$ cat src/rtl/epoch_seconds_to_bcd_datetime_assert.svh
// ----------------------------------------------------------------------------
// Assertion macros for the epoch to BCD date block
// Each macro expands to a clocked concurrent assertion, or to nothing when
// SYNTH is defined.
// ----------------------------------------------------------------------------
`ifndef EPOCH_SECONDS_TO_BCD_DATETIME_ASSERT_SVH
`define EPOCH_SECONDS_TO_BCD_DATETIME_ASSERT_SVH

`ifndef SYNTH

// Check a property at every clock edge outside reset.
`define EPBCD_ASSERT(name, prop) \
  name: assert property (@(posedge clk_i) disable iff (!rst_ni) (prop)) \
    else $error("epbcd assertion failed");

// Check that a condition in one cycle is followed by another in the next.
`define EPBCD_ASSERT_NEXT(name, ante, cons) \
  name: assert property (@(posedge clk_i) disable iff (!rst_ni) (ante) |=> (cons)) \
    else $error("epbcd sequence assertion failed");

`else

`define EPBCD_ASSERT(name, prop)
`define EPBCD_ASSERT_NEXT(name, ante, cons)

`endif

`endif

$ cat src/rtl/epbcd_pkg.sv
// ----------------------------------------------------------------------------
// epbcd_pkg
// Types, microcode program, calendar tables and digit helpers shared by the
// epoch to BCD date block.
// ----------------------------------------------------------------------------
package epbcd_pkg;

  // Datapath operations, one per microcode step.
  typedef enum logic [3:0] {
    OpNop      = 4'd0,
    OpLoad     = 4'd1,
    OpDayQuo   = 4'd2,
    OpSplit    = 4'd3,
    OpHours    = 4'd4,
    OpMinRem   = 4'd5,
    OpMins     = 4'd6,
    OpYearBack = 4'd7,
    OpYearFwd4 = 4'd8,
    OpYearFwd1 = 4'd9,
    OpMonth    = 4'd10,
    OpEmit     = 4'd11
  } op_e;

  // Branch conditions: when true, jump to the target, else advance.
  typedef enum logic [3:0] {
    CondNever     = 4'd0,
    CondAlways    = 4'd1,
    CondNoIn      = 4'd2,
    CondDayNeg    = 4'd3,
    CondDayGe4    = 4'd4,
    CondDayGeYear = 4'd5,
    CondMonGo     = 4'd6,
    CondOutBusy   = 4'd7
  } cond_e;

  typedef logic [3:0] step_t;

  localparam step_t StepIdle   = 4'd0;
  localparam step_t StepDayQuo = 4'd1;
  localparam step_t StepSplit  = 4'd2;
  localparam step_t StepHours  = 4'd3;
  localparam step_t StepMinRem = 4'd4;
  localparam step_t StepMins   = 4'd5;
  localparam step_t StepYrBack = 4'd6;
  localparam step_t StepYrFwd4 = 4'd7;
  localparam step_t StepYrFwd1 = 4'd8;
  localparam step_t StepMonth  = 4'd9;
  localparam step_t StepEmit   = 4'd10;
  localparam step_t StepWrap   = 4'd11;
  localparam step_t StepLast   = StepWrap;

  localparam logic [16:0] SecsPerDay  = 17'd86400;
  localparam logic [11:0] SecsPerHour = 12'd3600;

  // Days added to the signed input so the dividend is never negative.
  localparam int DayBiasInt = 24856;
  localparam logic [32:0] SecsBias = 33'(DayBiasInt) * 33'(SecsPerDay);
  localparam logic signed [16:0] DayBias = 17'(DayBiasInt);
  // Weekday of biased day 0, with Sunday as 0.
  localparam logic [16:0] WdayBias = 17'((7340036 - DayBiasInt) % 7);

  // Rounded-up reciprocals, exact over the ranges they see:
  //   86400 = 675 << 7, day = ((acc >> 7) * DayRecip) >> 35
  //   hour  = (time of day * HourRecip) >> 27
  //   min   = (seconds into the hour * MinRecip) >> 17
  localparam logic [25:0] DayRecip  = 26'd50903317;
  localparam logic [15:0] HourRecip = 16'd37283;
  localparam logic [11:0] MinRecip  = 12'd2185;

  localparam logic [7:0]         EpochYear   = 8'd70;
  localparam logic signed [15:0] FourYrDays  = 16'sd1461;
  localparam logic signed [15:0] LeapYrDays  = 16'sd366;
  localparam logic signed [15:0] PlainYrDays = 16'sd365;
  localparam logic [3:0]         LastMonth   = 4'd11;
  localparam logic [3:0]         HourMode    = 4'h8;
  localparam logic [2:0]         LeapFlag    = 3'd4;

  localparam logic [4:0] MonthLen [12] = '{
    5'd31, 5'd28, 5'd31, 5'd30, 5'd31, 5'd30,
    5'd31, 5'd31, 5'd30, 5'd31, 5'd30, 5'd31
  };

  typedef struct packed {
    op_e   op;
    cond_e cond;
    step_t target;
  } ucode_t;

  // Sequencer to datapath.
  typedef struct packed {
    op_e  op;
    logic idle;
  } ctrl_t;

  // Datapath to sequencer.
  typedef struct packed {
    logic in_valid;
    logic out_busy;
    logic day_neg;
    logic day_ge4;
    logic day_ge_year;
    logic mon_go;
  } stat_t;

  typedef struct packed {
    logic [3:0] minute_ones;
    logic [2:0] minute_tens;
    logic [3:0] hour_ones;
    logic [3:0] hour_tens_mode;
    logic [2:0] weekday;
    logic [3:0] day_ones;
    logic [2:0] day_tens_leap;
    logic [3:0] month_ones;
    logic       month_tens;
    logic [3:0] year_ones;
    logic [3:0] year_tens;
  } res_t;

  typedef struct packed {
    logic [4:0] tens;
    logic [3:0] ones;
  } digits_t;

  // Microcode program.
  function automatic ucode_t ucode_rom(step_t s);
    ucode_t u;
    u = '{op: OpNop, cond: CondNever, target: StepIdle};
    case (s)
      StepIdle: begin
        u = '{op: OpLoad, cond: CondNoIn, target: StepIdle};
      end
      StepDayQuo: begin
        u = '{op: OpDayQuo, cond: CondNever, target: StepIdle};
      end
      StepSplit: begin
        u = '{op: OpSplit, cond: CondNever, target: StepIdle};
      end
      StepHours: begin
        u = '{op: OpHours, cond: CondNever, target: StepIdle};
      end
      StepMinRem: begin
        u = '{op: OpMinRem, cond: CondNever, target: StepIdle};
      end
      StepMins: begin
        u = '{op: OpMins, cond: CondNever, target: StepIdle};
      end
      StepYrBack: begin
        u = '{op: OpYearBack, cond: CondDayNeg, target: StepYrBack};
      end
      StepYrFwd4: begin
        u = '{op: OpYearFwd4, cond: CondDayGe4, target: StepYrFwd4};
      end
      StepYrFwd1: begin
        u = '{op: OpYearFwd1, cond: CondDayGeYear, target: StepYrFwd1};
      end
      StepMonth: begin
        u = '{op: OpMonth, cond: CondMonGo, target: StepMonth};
      end
      StepEmit: begin
        u = '{op: OpEmit, cond: CondOutBusy, target: StepEmit};
      end
      StepWrap: begin
        u = '{op: OpNop, cond: CondAlways, target: StepIdle};
      end
      default: begin
        u = '{op: OpNop, cond: CondAlways, target: StepIdle};
      end
    endcase
    return u;
  endfunction

  // Split 0..255 into tens and ones; 205/2048 is exact for this range.
  function automatic digits_t to_digits(logic [7:0] v);
    logic [15:0] p;
    logic [7:0]  r;
    digits_t     d;
    p      = 16'(v) * 16'd205;
    d.tens = p[15:11];
    r      = v - ({3'b000, d.tens} * 8'd10);
    d.ones = r[3:0];
    return d;
  endfunction

  // Residue modulo 7, folding 3-bit groups since 8 is 1 mod 7.
  function automatic logic [2:0] mod7(logic [16:0] v);
    logic [5:0] s;
    logic [3:0] s2;
    logic [3:0] r;
    s  = 6'(v[2:0]) + 6'(v[5:3]) + 6'(v[8:6]) + 6'(v[11:9]) + 6'(v[14:12])
       + 6'(v[16:15]);
    s2 = 4'(s[5:3]) + 4'(s[2:0]);
    r  = (s2 >= 4'd7) ? (s2 - 4'd7) : s2;
    return r[2:0];
  endfunction

  function automatic logic [4:0] month_len(logic [3:0] mon, logic leap);
    return MonthLen[mon] + 5'((mon == 4'd1) && leap);
  endfunction

endpackage

$ cat src/rtl/epbcd_if.sv
// ----------------------------------------------------------------------------
// epbcd channel interfaces
// Valid/ready channels for the epoch input beat and the BCD result beat.
// ----------------------------------------------------------------------------
interface epbcd_in_if;
  logic               valid;
  logic               ready;
  logic signed [31:0] epoch_seconds;

  modport source (output valid, output epoch_seconds, input ready);
  modport sink (input valid, input epoch_seconds, output ready);
endinterface

interface epbcd_out_if import epbcd_pkg::*; ();
  logic valid;
  logic ready;
  res_t data;

  modport source (output valid, output data, input ready);
  modport sink (input valid, input data, output ready);
endinterface

$ cat src/rtl/epbcd_seq.sv
// ----------------------------------------------------------------------------
// epbcd_seq
// Microcode sequencer: step counter, program ROM and branches.
// ----------------------------------------------------------------------------
`include "epoch_seconds_to_bcd_datetime_assert.svh"

module epbcd_seq import epbcd_pkg::*; (
  input  logic  clk_i,
  input  logic  rst_ni,
  input  stat_t stat_i,
  output ctrl_t ctrl_o
);

  step_t  step_q, step_d;
  ucode_t uc;
  logic   taken;

  assign uc = ucode_rom(step_q);

  always_comb begin
    case (uc.cond)
      CondNever:     taken = 1'b0;
      CondAlways:    taken = 1'b1;
      CondNoIn:      taken = !stat_i.in_valid;
      CondDayNeg:    taken = stat_i.day_neg;
      CondDayGe4:    taken = stat_i.day_ge4;
      CondDayGeYear: taken = stat_i.day_ge_year;
      CondMonGo:     taken = stat_i.mon_go;
      CondOutBusy:   taken = stat_i.out_busy;
      default:       taken = 1'b0;
    endcase
  end

  assign step_d = taken ? uc.target : (step_q + step_t'(1));

  always_ff @(posedge clk_i or negedge rst_ni) begin
    if (!rst_ni) begin
      step_q <= StepIdle;
    end else begin
      step_q <= step_d;
    end
  end

  assign ctrl_o.op   = uc.op;
  assign ctrl_o.idle = (step_q == StepIdle);

  `EPBCD_ASSERT(a_step_range, step_q <= StepLast)
  `EPBCD_ASSERT_NEXT(a_accept_starts_quo, ctrl_o.idle && stat_i.in_valid,
                     step_q == StepDayQuo)
  `EPBCD_ASSERT_NEXT(a_quo_to_split, step_q == StepDayQuo,
                     step_q == StepSplit)
  `EPBCD_ASSERT_NEXT(a_emit_leaves, step_q == StepEmit && !stat_i.out_busy,
                     step_q == StepWrap)

endmodule

$ cat src/rtl/epbcd_dp.sv
// ----------------------------------------------------------------------------
// epbcd_dp
// Datapath: reciprocal dividers, day and year walk registers, result register.
// ----------------------------------------------------------------------------
module epbcd_dp import epbcd_pkg::*; (
  input  logic               clk_i,
  input  logic               rst_ni,
  input  ctrl_t              ctrl_i,
  input  logic               in_valid_i,
  input  logic signed [31:0] epoch_seconds_i,
  input  logic               out_ready_i,
  output logic               out_valid_o,
  output res_t               res_o,
  output stat_t              stat_o
);

  logic [32:0]        acc_q, acc_d;
  logic [15:0]        quo_q, quo_d;
  logic signed [15:0] day_q, day_d;
  logic [7:0]         yr_q, yr_d;
  logic [3:0]         mon_q, mon_d;
  logic [4:0]         hours_q, hours_d;
  logic [5:0]         mins_q, mins_d;
  logic [2:0]         wday_q, wday_d;
  res_t               res_q, res_d;
  logic               out_valid_q, out_valid_d;

  logic               leap;
  logic               emit;
  logic signed [15:0] year_len;
  logic signed [15:0] mon_len;
  logic signed [16:0] day_wide;
  logic [50:0]        day_prod;
  logic [32:0]        day_back;
  logic [31:0]        hour_prod;
  logic [16:0]        hour_back;
  logic [22:0]        min_prod;
  logic [7:0]         dom1;
  digits_t            d_min, d_hr, d_dom, d_mon, d_yr;

  assign leap     = (yr_q[1:0] == 2'b00);
  assign year_len = leap ? LeapYrDays : PlainYrDays;
  assign mon_len  = $signed({11'b0, month_len(mon_q, leap)});
  assign day_wide = $signed({1'b0, quo_q}) - DayBias;

  // One multiply per step; each reads registered operands.
  assign day_prod  = 51'(acc_q[32:7]) * 51'(DayRecip);
  assign day_back  = 33'(quo_q) * 33'(SecsPerDay);
  assign hour_prod = 32'(acc_q[16:0]) * 32'(HourRecip);
  assign hour_back = 17'(hours_q) * 17'(SecsPerHour);
  assign min_prod  = 23'(acc_q[11:0]) * 23'(MinRecip);

  assign stat_o.in_valid    = in_valid_i;
  assign stat_o.out_busy    = out_valid_q && !out_ready_i;
  assign stat_o.day_neg     = day_q[15];
  assign stat_o.day_ge4     = (day_q >= FourYrDays);
  assign stat_o.day_ge_year = (day_q >= year_len);
  assign stat_o.mon_go      = (mon_q < LastMonth) && (day_q >= mon_len);

  assign emit = (ctrl_i.op == OpEmit) && !stat_o.out_busy;

  // Digit split of the finished fields.
  assign dom1  = {3'b000, day_q[4:0]} + 8'd1;
  assign d_min = to_digits({2'b00, mins_q});
  assign d_hr  = to_digits({3'b000, hours_q});
  assign d_dom = to_digits(dom1);
  assign d_mon = to_digits({4'b0000, mon_q} + 8'd1);
  assign d_yr  = to_digits(yr_q);

  always_comb begin
    acc_d   = acc_q;
    quo_d   = quo_q;
    day_d   = day_q;
    yr_d    = yr_q;
    mon_d   = mon_q;
    hours_d = hours_q;
    mins_d  = mins_q;
    wday_d  = wday_q;
    case (ctrl_i.op)
      OpLoad: begin
        if (in_valid_i) begin
          acc_d = 33'($signed({epoch_seconds_i[31], epoch_seconds_i})) + SecsBias;
          yr_d  = EpochYear;
          mon_d = '0;
        end
      end
      OpDayQuo: begin
        quo_d = day_prod[50:35];
      end
      OpSplit: begin
        day_d  = day_wide[15:0];
        wday_d = mod7({1'b0, quo_q} + WdayBias);
        acc_d  = acc_q - day_back;
      end
      OpHours: begin
        hours_d = hour_prod[31:27];
      end
      OpMinRem: begin
        acc_d = acc_q - {16'b0, hour_back};
      end
      OpMins: begin
        mins_d = min_prod[22:17];
      end
      OpYearBack: begin
        if (stat_o.day_neg) begin
          day_d = day_q + FourYrDays;
          yr_d  = yr_q - 8'd4;
        end
      end
      OpYearFwd4: begin
        if (stat_o.day_ge4) begin
          day_d = day_q - FourYrDays;
          yr_d  = yr_q + 8'd4;
        end
      end
      OpYearFwd1: begin
        if (stat_o.day_ge_year) begin
          day_d = day_q - year_len;
          yr_d  = yr_q + 8'd1;
        end
      end
      OpMonth: begin
        if (stat_o.mon_go) begin
          day_d = day_q - mon_len;
          mon_d = mon_q + 4'd1;
        end
      end
      default: begin
      end
    endcase
  end

  always_comb begin
    res_d                = res_q;
    res_d.minute_ones    = d_min.ones;
    res_d.minute_tens    = d_min.tens[2:0];
    res_d.hour_ones      = d_hr.ones;
    res_d.hour_tens_mode = d_hr.tens[3:0] | HourMode;
    res_d.weekday        = wday_q;
    res_d.day_ones       = d_dom.ones;
    res_d.day_tens_leap  = d_dom.tens[2:0] + (leap ? LeapFlag : 3'd0);
    res_d.month_ones     = d_mon.ones;
    res_d.month_tens     = d_mon.tens[0];
    res_d.year_ones      = d_yr.ones;
    res_d.year_tens      = d_yr.tens[3:0];
    out_valid_d          = emit || stat_o.out_busy;
  end

  // Working registers carry no reset.
  always_ff @(posedge clk_i) begin
    acc_q   <= acc_d;
    quo_q   <= quo_d;
    day_q   <= day_d;
    yr_q    <= yr_d;
    mon_q   <= mon_d;
    hours_q <= hours_d;
    mins_q  <= mins_d;
    wday_q  <= wday_d;
    if (emit) begin
      res_q <= res_d;
    end
  end

  always_ff @(posedge clk_i or negedge rst_ni) begin
    if (!rst_ni) begin
      out_valid_q <= 1'b0;
    end else begin
      out_valid_q <= out_valid_d;
    end
  end

  assign out_valid_o = out_valid_q;
  assign res_o       = res_q;

endmodule

$ cat src/rtl/epoch_seconds_to_bcd_datetime.sv
// ----------------------------------------------------------------------------
// epoch_seconds_to_bcd_datetime
// From the input beat to the result beat: 5 divide and split steps,
//   the year walk, the month walk, the emit step, then the result beat.
// A new input beat is taken only after the wrap step returns to idle;
//   a result still held by its sink stalls the emit step.
// Reset: rst_ni clears the step counter and the result valid flag at once.
// ----------------------------------------------------------------------------
module epoch_seconds_to_bcd_datetime import epbcd_pkg::*; (
  input  logic        clk_i,
  input  logic        rst_ni,
  epbcd_in_if.sink    in_i,
  epbcd_out_if.source res_o
);

  // The sequencer steps a 12-word program. Each word names one datapath
  // operation and one branch condition:
  //   idle      wait for an input beat, bias it to a nonnegative dividend
  //   day quo   biased day by reciprocal multiply (86400 is 675 << 7)
  //   split     unbias the day, take the weekday residue, keep the time of day
  //   hours     hour of the day by reciprocal multiply
  //   min rem   drop whole hours from the time of day
  //   mins      minute of the hour by reciprocal multiply
  //   year walk bring the day up to zero by four-year blocks, drop whole
  //             four-year blocks, then single years
  //   month     drop whole months, February one day longer in leap years
  //   emit      load the BCD result register once it is free, then wrap
  // The result register decouples the output: a new beat is taken while a
  // finished result still waits for its sink.

  ctrl_t ctrl;
  stat_t stat;

  epbcd_seq u_seq (
    .clk_i  (clk_i),
    .rst_ni (rst_ni),
    .stat_i (stat),
    .ctrl_o (ctrl)
  );

  epbcd_dp u_dp (
    .clk_i           (clk_i),
    .rst_ni          (rst_ni),
    .ctrl_i          (ctrl),
    .in_valid_i      (in_i.valid),
    .epoch_seconds_i (in_i.epoch_seconds),
    .out_ready_i     (res_o.ready),
    .out_valid_o     (res_o.valid),
    .res_o           (res_o.data),
    .stat_o          (stat)
  );

  // Accept a beat only on the idle step.
  assign in_i.ready = ctrl.idle;

endmodule

$ cat src/flat_wrapper.sv
// flat-port wrapper written by rule: the top's interface ports become plain ports
module epoch_seconds_to_bcd_datetime_flat import epbcd_pkg::*;
  (clk_i, rst_ni, in_i_valid, in_i_epoch_seconds, in_i_ready, res_o_valid, res_o_data, res_o_ready);
  epbcd_in_if in_i_i ();
  epbcd_out_if res_o_i ();
  input  logic clk_i;
  input  logic rst_ni;
  input wire logic [$bits(in_i_i.valid)-1:0] in_i_valid;
  input wire logic [$bits(in_i_i.epoch_seconds)-1:0] in_i_epoch_seconds;
  output wire logic [$bits(in_i_i.ready)-1:0] in_i_ready;
  output wire logic [$bits(res_o_i.valid)-1:0] res_o_valid;
  output wire logic [$bits(res_o_i.data)-1:0] res_o_data;
  input wire logic [$bits(res_o_i.ready)-1:0] res_o_ready;
  assign in_i_i.valid = in_i_valid;
  assign in_i_i.epoch_seconds = in_i_epoch_seconds;
  assign in_i_ready = in_i_i.ready;
  assign res_o_valid = res_o_i.valid;
  assign res_o_data = res_o_i.data;
  assign res_o_i.ready = res_o_ready;
  epoch_seconds_to_bcd_datetime u_core (.clk_i(clk_i), .rst_ni(rst_ni), .in_i(in_i_i), .res_o(res_o_i));
endmodule
$ cat config.mk
export PLATFORM = sky130hd
export DESIGN_NAME = epoch_seconds_to_bcd_datetime_flat
export DESIGN_NICKNAME = d
export VERILOG_FILES = /design/src/rtl/epbcd_pkg.sv /design/src/rtl/epbcd_if.sv /design/src/rtl/epbcd_seq.sv /design/src/rtl/epbcd_dp.sv /design/src/rtl/epoch_seconds_to_bcd_datetime.sv /design/src/flat_wrapper.sv
export VERILOG_INCLUDE_DIRS = /design/src /design/src/rtl
export SDC_FILE = /design/constraint.sdc
export NUM_CORES = 2
export LEC_CHECK = 0
export BUFFER_PORTS_ARGS = -buffer_cell sky130_fd_sc_hd__buf_2
export CAP_MARGIN = 5
export CORE_ASPECT_RATIO = 1.1
export CORE_MARGIN = 5
export CORE_UTILIZATION = 25
export DETAILED_ROUTE_END_ITERATION = 6
export RECOVER_POWER = 50
export SLEW_MARGIN = 20
export SYNTH_ARGS = -nofsm -noshare
export SYNTH_HDL_FRONTEND = slang
export SYNTH_HIERARCHICAL = 1
export SYNTH_SLANG_ARGS = --single-unit
$ cat constraint.sdc
create_clock -name clk_i -period 20.1 [get_ports clk_i]
set_clock_uncertainty 0.15 [all_clocks]
set_input_delay 1.005 -clock clk_i [delete_from_list [all_inputs] [get_ports clk_i]]
set_output_delay 1.005 -clock clk_i [all_outputs]
set_load 0.02 [all_outputs]
==> results.md <==
* Status: finished with violations
* Violated checks: max-capacitance violations, max-slew violations
* Die height at 383.9 microns
* Hpwl dp at 66.14 mm
* Number of warnings issued by yosys at 6
* Nets at 4,538
* Grt met2 use at 19.85%
* CTS buffer count at 17
* R2r endpoint: u_core/u_dp/quo_q[12]$_DFFE_PN_
* Non-filler cells, final at 5,022
* Number of global-route vias before repair at 24.03k
* Via count at 23.17k
* Ranking of synthesized cells by area: ha_1, fa_1, edfxtp_1, inv_1, xnor2_1
* M1 GR Usage at 16.06%
* EDFF count, synth at 127
* Hold bufs inserted after CTS at 0
* FF-to-FF path depth at 22
* Final Hold Fails at 0
* Ys flop type: edfxtp_1
* Max-slew headroom at -41.45%
* Slew Viols, Final at 64
* # IOs at 76
* Synth top cells by count: ha_1, inv_1, fa_1
* CP Data Arrival Time at 7.18 ns
* WL/cell at 15.88 microns
* Clk pin slew, worst setup/hold paths at 0.07 ns
* DRT Wirelength at 79.77 mm
* Setup Total Neg Slack at 0 ns
* Post-CTS setup buffer count at 0
* Vias per cell at 4.614
* 1st-iter DRT viols at 1,248
* Cell area after synthesis at 31,780 sq um
* Initial antenna violation count at 16
* Proportion of layout cells with a drive suffix above 1 at 3.591%
* Residual DRC at 0
* Gr ovfl total at 0
* CP Capture Type: register
* Min Hold Slack at 0.2189 ns
* Crit share post-route at 35.37%
* TritonCTS Sinks at 132
* CTS Root Cell: clkbuf_16
* Area share of the largest cell type after synthesis at 33.39%
* CTS H-tree lvls at 4
* Chip Width at 349.9 microns
* Setup CP Type: register to register
* Post-DRT Antenna Nets at 0
* Post_cts resized at 0
* Starting Density at 25.12%
* R2R Path Start: u_core/u_dp/acc_q[10]$_DFFE_PP_
* # port buffers at 73
* Crit path launch type: register
* GP Congestion at 0.9062
* Maximum clock frequency at 140.7 MHz
* Largest area contributor in the netlist: ha_1
* RSZ-0062 raised after global routing: false
* Most common cell in the synthesized netlist: ha_1
* DRT Pass-1 Iters at 7
* Global route hottest layer: met2
* Seq cells post-synth at 132
* Count of final setup violators at 0
* Largest net degree at the start of global routing at 37
* WP data required at 20.17 ns
* Cells after Synth at 3,258
* First-pass GRT wire length at 129.3 mm
* Inst Count DP at 4,978
* Tot GR Track Use at 12.03%
* Async SR Flop Fraction at 3.788%
* Crit Path Max Fanout at 11
* Avg Cell Area, Syn at 9.754 sq um
* FF-to-FF setup slack at 12.99 ns
* Syn Nets at 4,467
* MaxCap Viol Count at 2
* Cell variety after synth at 85
* Slew @ Worst Pin at 2.122 ns
* Final min period at 7.110 ns
* Die area at 134,400 sq um
* Post-synthesis sequential area ratio at 12.39%
* Clock latency on the worst-skew pair at 0.48 ns
* Critical path origin: u_core/u_dp/acc_q[10]$_DFFE_PP_
* CTS tree: yes
* Layout Area Growth over Synthesis at 9.382%
* CTS Buffer Depth at 2
* Worst hold path class: input pin to asynchronous set/reset pin
* Core Area at 126,500 sq um
* Row count at 137
* M3 GR Usage at 2.492%
==> registers in the layout (all words and copies together), names as in the netlist <==
signal and cells:
u_core/u_dp/mon_q 4, u_core/u_dp/mins_q 6, u_core/u_dp/hours_q 5, u_core/u_dp/res_o 36, u_core/u_dp/wday_q 3, u_core/u_seq/step_q 4, u_core/u_dp/acc_q 33, u_core/u_dp/yr_q 8
u_core/u_dp/out_valid_o 1, u_core/u_dp/day_q 16, u_core/u_dp/quo_q 16
==> per-stage QoR <==
stage / setup WS, ns / util (%) / instance area, sq um
2_1_floorplan: 13.72 / - / 31780
3_3_place_gp: 13.04 / 27.04 / 34200
3_5_place_dp: 13.01 / 27.04 / 34210
4_1_cts: 12.99 / 27.52 / 34810
5_1_grt: 12.61 / 27.46 / 34740
6_report: 12.99 / 27.48 / 34760
==> cell usage in the layout, fill, tap and decap left out, types with 12 or more instances in the layout <==
master | synthesis | layout
a21o_1 | 72 | 72
o21ai_0 | 108 | 108
o221ai_1 | 15 | 15
nand2b_1 | 23 | 23
nor3_1 | 41 | 40
o22ai_1 | 17 | 17
nor2_1 | 100 | 99
buf_4 | 4 | 17
edfxtp_1 | 127 | 127
a211oi_1 | 15 | 15
xnor2_1 | 147 | 147
or3_1 | 14 | 14
nor2b_1 | 29 | 29
and3_1 | 21 | 21
clkbuf_16 | 0 | 17
a22oi_1 | 22 | 22
a21oi_1 | 151 | 151
a31oi_1 | 16 | 16
fa_1 | 325 | 325
ha_1 | 848 | 848
o21a_1 | 15 | 15
xor2_1 | 71 | 71
nand4_1 | 25 | 25
diode_2 | 0 | 12
buf_2 | 2 | 34
clkbuf_1 | 34 | 44
nand3_1 | 40 | 40
nand2_1 | 125 | 125
inv_1 | 654 | 654
==> critical path, stage by stage, from the launching register on <==
cell,delay [ns]
edfxtp_1,0.71
buf_4,0.35
ha_1,0.27
ha_1,0.32
inv_1,0.07
fa_1,0.51
inv_1,0.06
fa_1,0.53
inv_1,0.06
fa_1,0.53
inv_1,0.07
fa_1,0.50
fa_1,0.49
ha_1,0.34
a21oi_1,0.20
o211ai_1,0.12
a311oi_1,0.26
nand2_1,0.10
o22ai_2,0.38
o21ai_0,0.29
a21oi_1,0.27
o21ai_0,0.13
xor2_1,0.15
==> area by class of cell <==
class / instances / area [sq um]
fill: 13360 / 91740
multi-input combinational: 2427 / 25180
sequential: 132 / 3939
inverter: 656 / 2462
tap: 1668 / 2087
timing repair buffer: 95 / 462.9
clock buffer: 17 / 425.4
clock inverter: 15 / 173.9
antenna: 12 / 30.03
==> metal layers <==
metal | vias to the layer above | routed length [microns]
li1 | 11310 | -
met1 | 11270 | 36720
met2 | 486 | 36810
met3 | 97 | 4616
met4 | 8 | 1565
met5 | - | 48
==> worst max-delay path by stage <==
stage	depth (start not counted)	end	slack, ns
final	22	u_core/u_dp/quo_q[12]$_DFFE_PN_	12.99
after global routing	22	u_core/u_dp/quo_q[9]$_DFFE_PN_	12.61
after CTS	22	u_core/u_dp/quo_q[12]$_DFFE_PN_	12.99
after detailed placement	22	u_core/u_dp/quo_q[12]$_DFFE_PN_	13.01
after global placement	22	u_core/u_dp/quo_q[12]$_DFFE_PN_	13.04
after floorplan	20	u_core/u_dp/quo_q[13]$_DFFE_PN_	13.72
==> cell families (layout without fill, tap and decap cells) <==
logic type | after synthesis | in the layout | share of synthesized area (%)
simple gates | 479 | 479 | 7.599
fa+ha+maj | 1173 | 1173 | 53.86
flops | 132 | 132 | 12.39
mux | 13 | 13 | 0.4606
buf+inv | 699 | 783 | 8.410
other cells | 2 | 14 | 0.02363
compound gates | 542 | 542 | 11.24
xor+xnor | 218 | 218 | 6.008
Power is left out: the tool's default activity adds up to more than one toggle a clock period on the data nets, which glitch-free logic cannot reach.
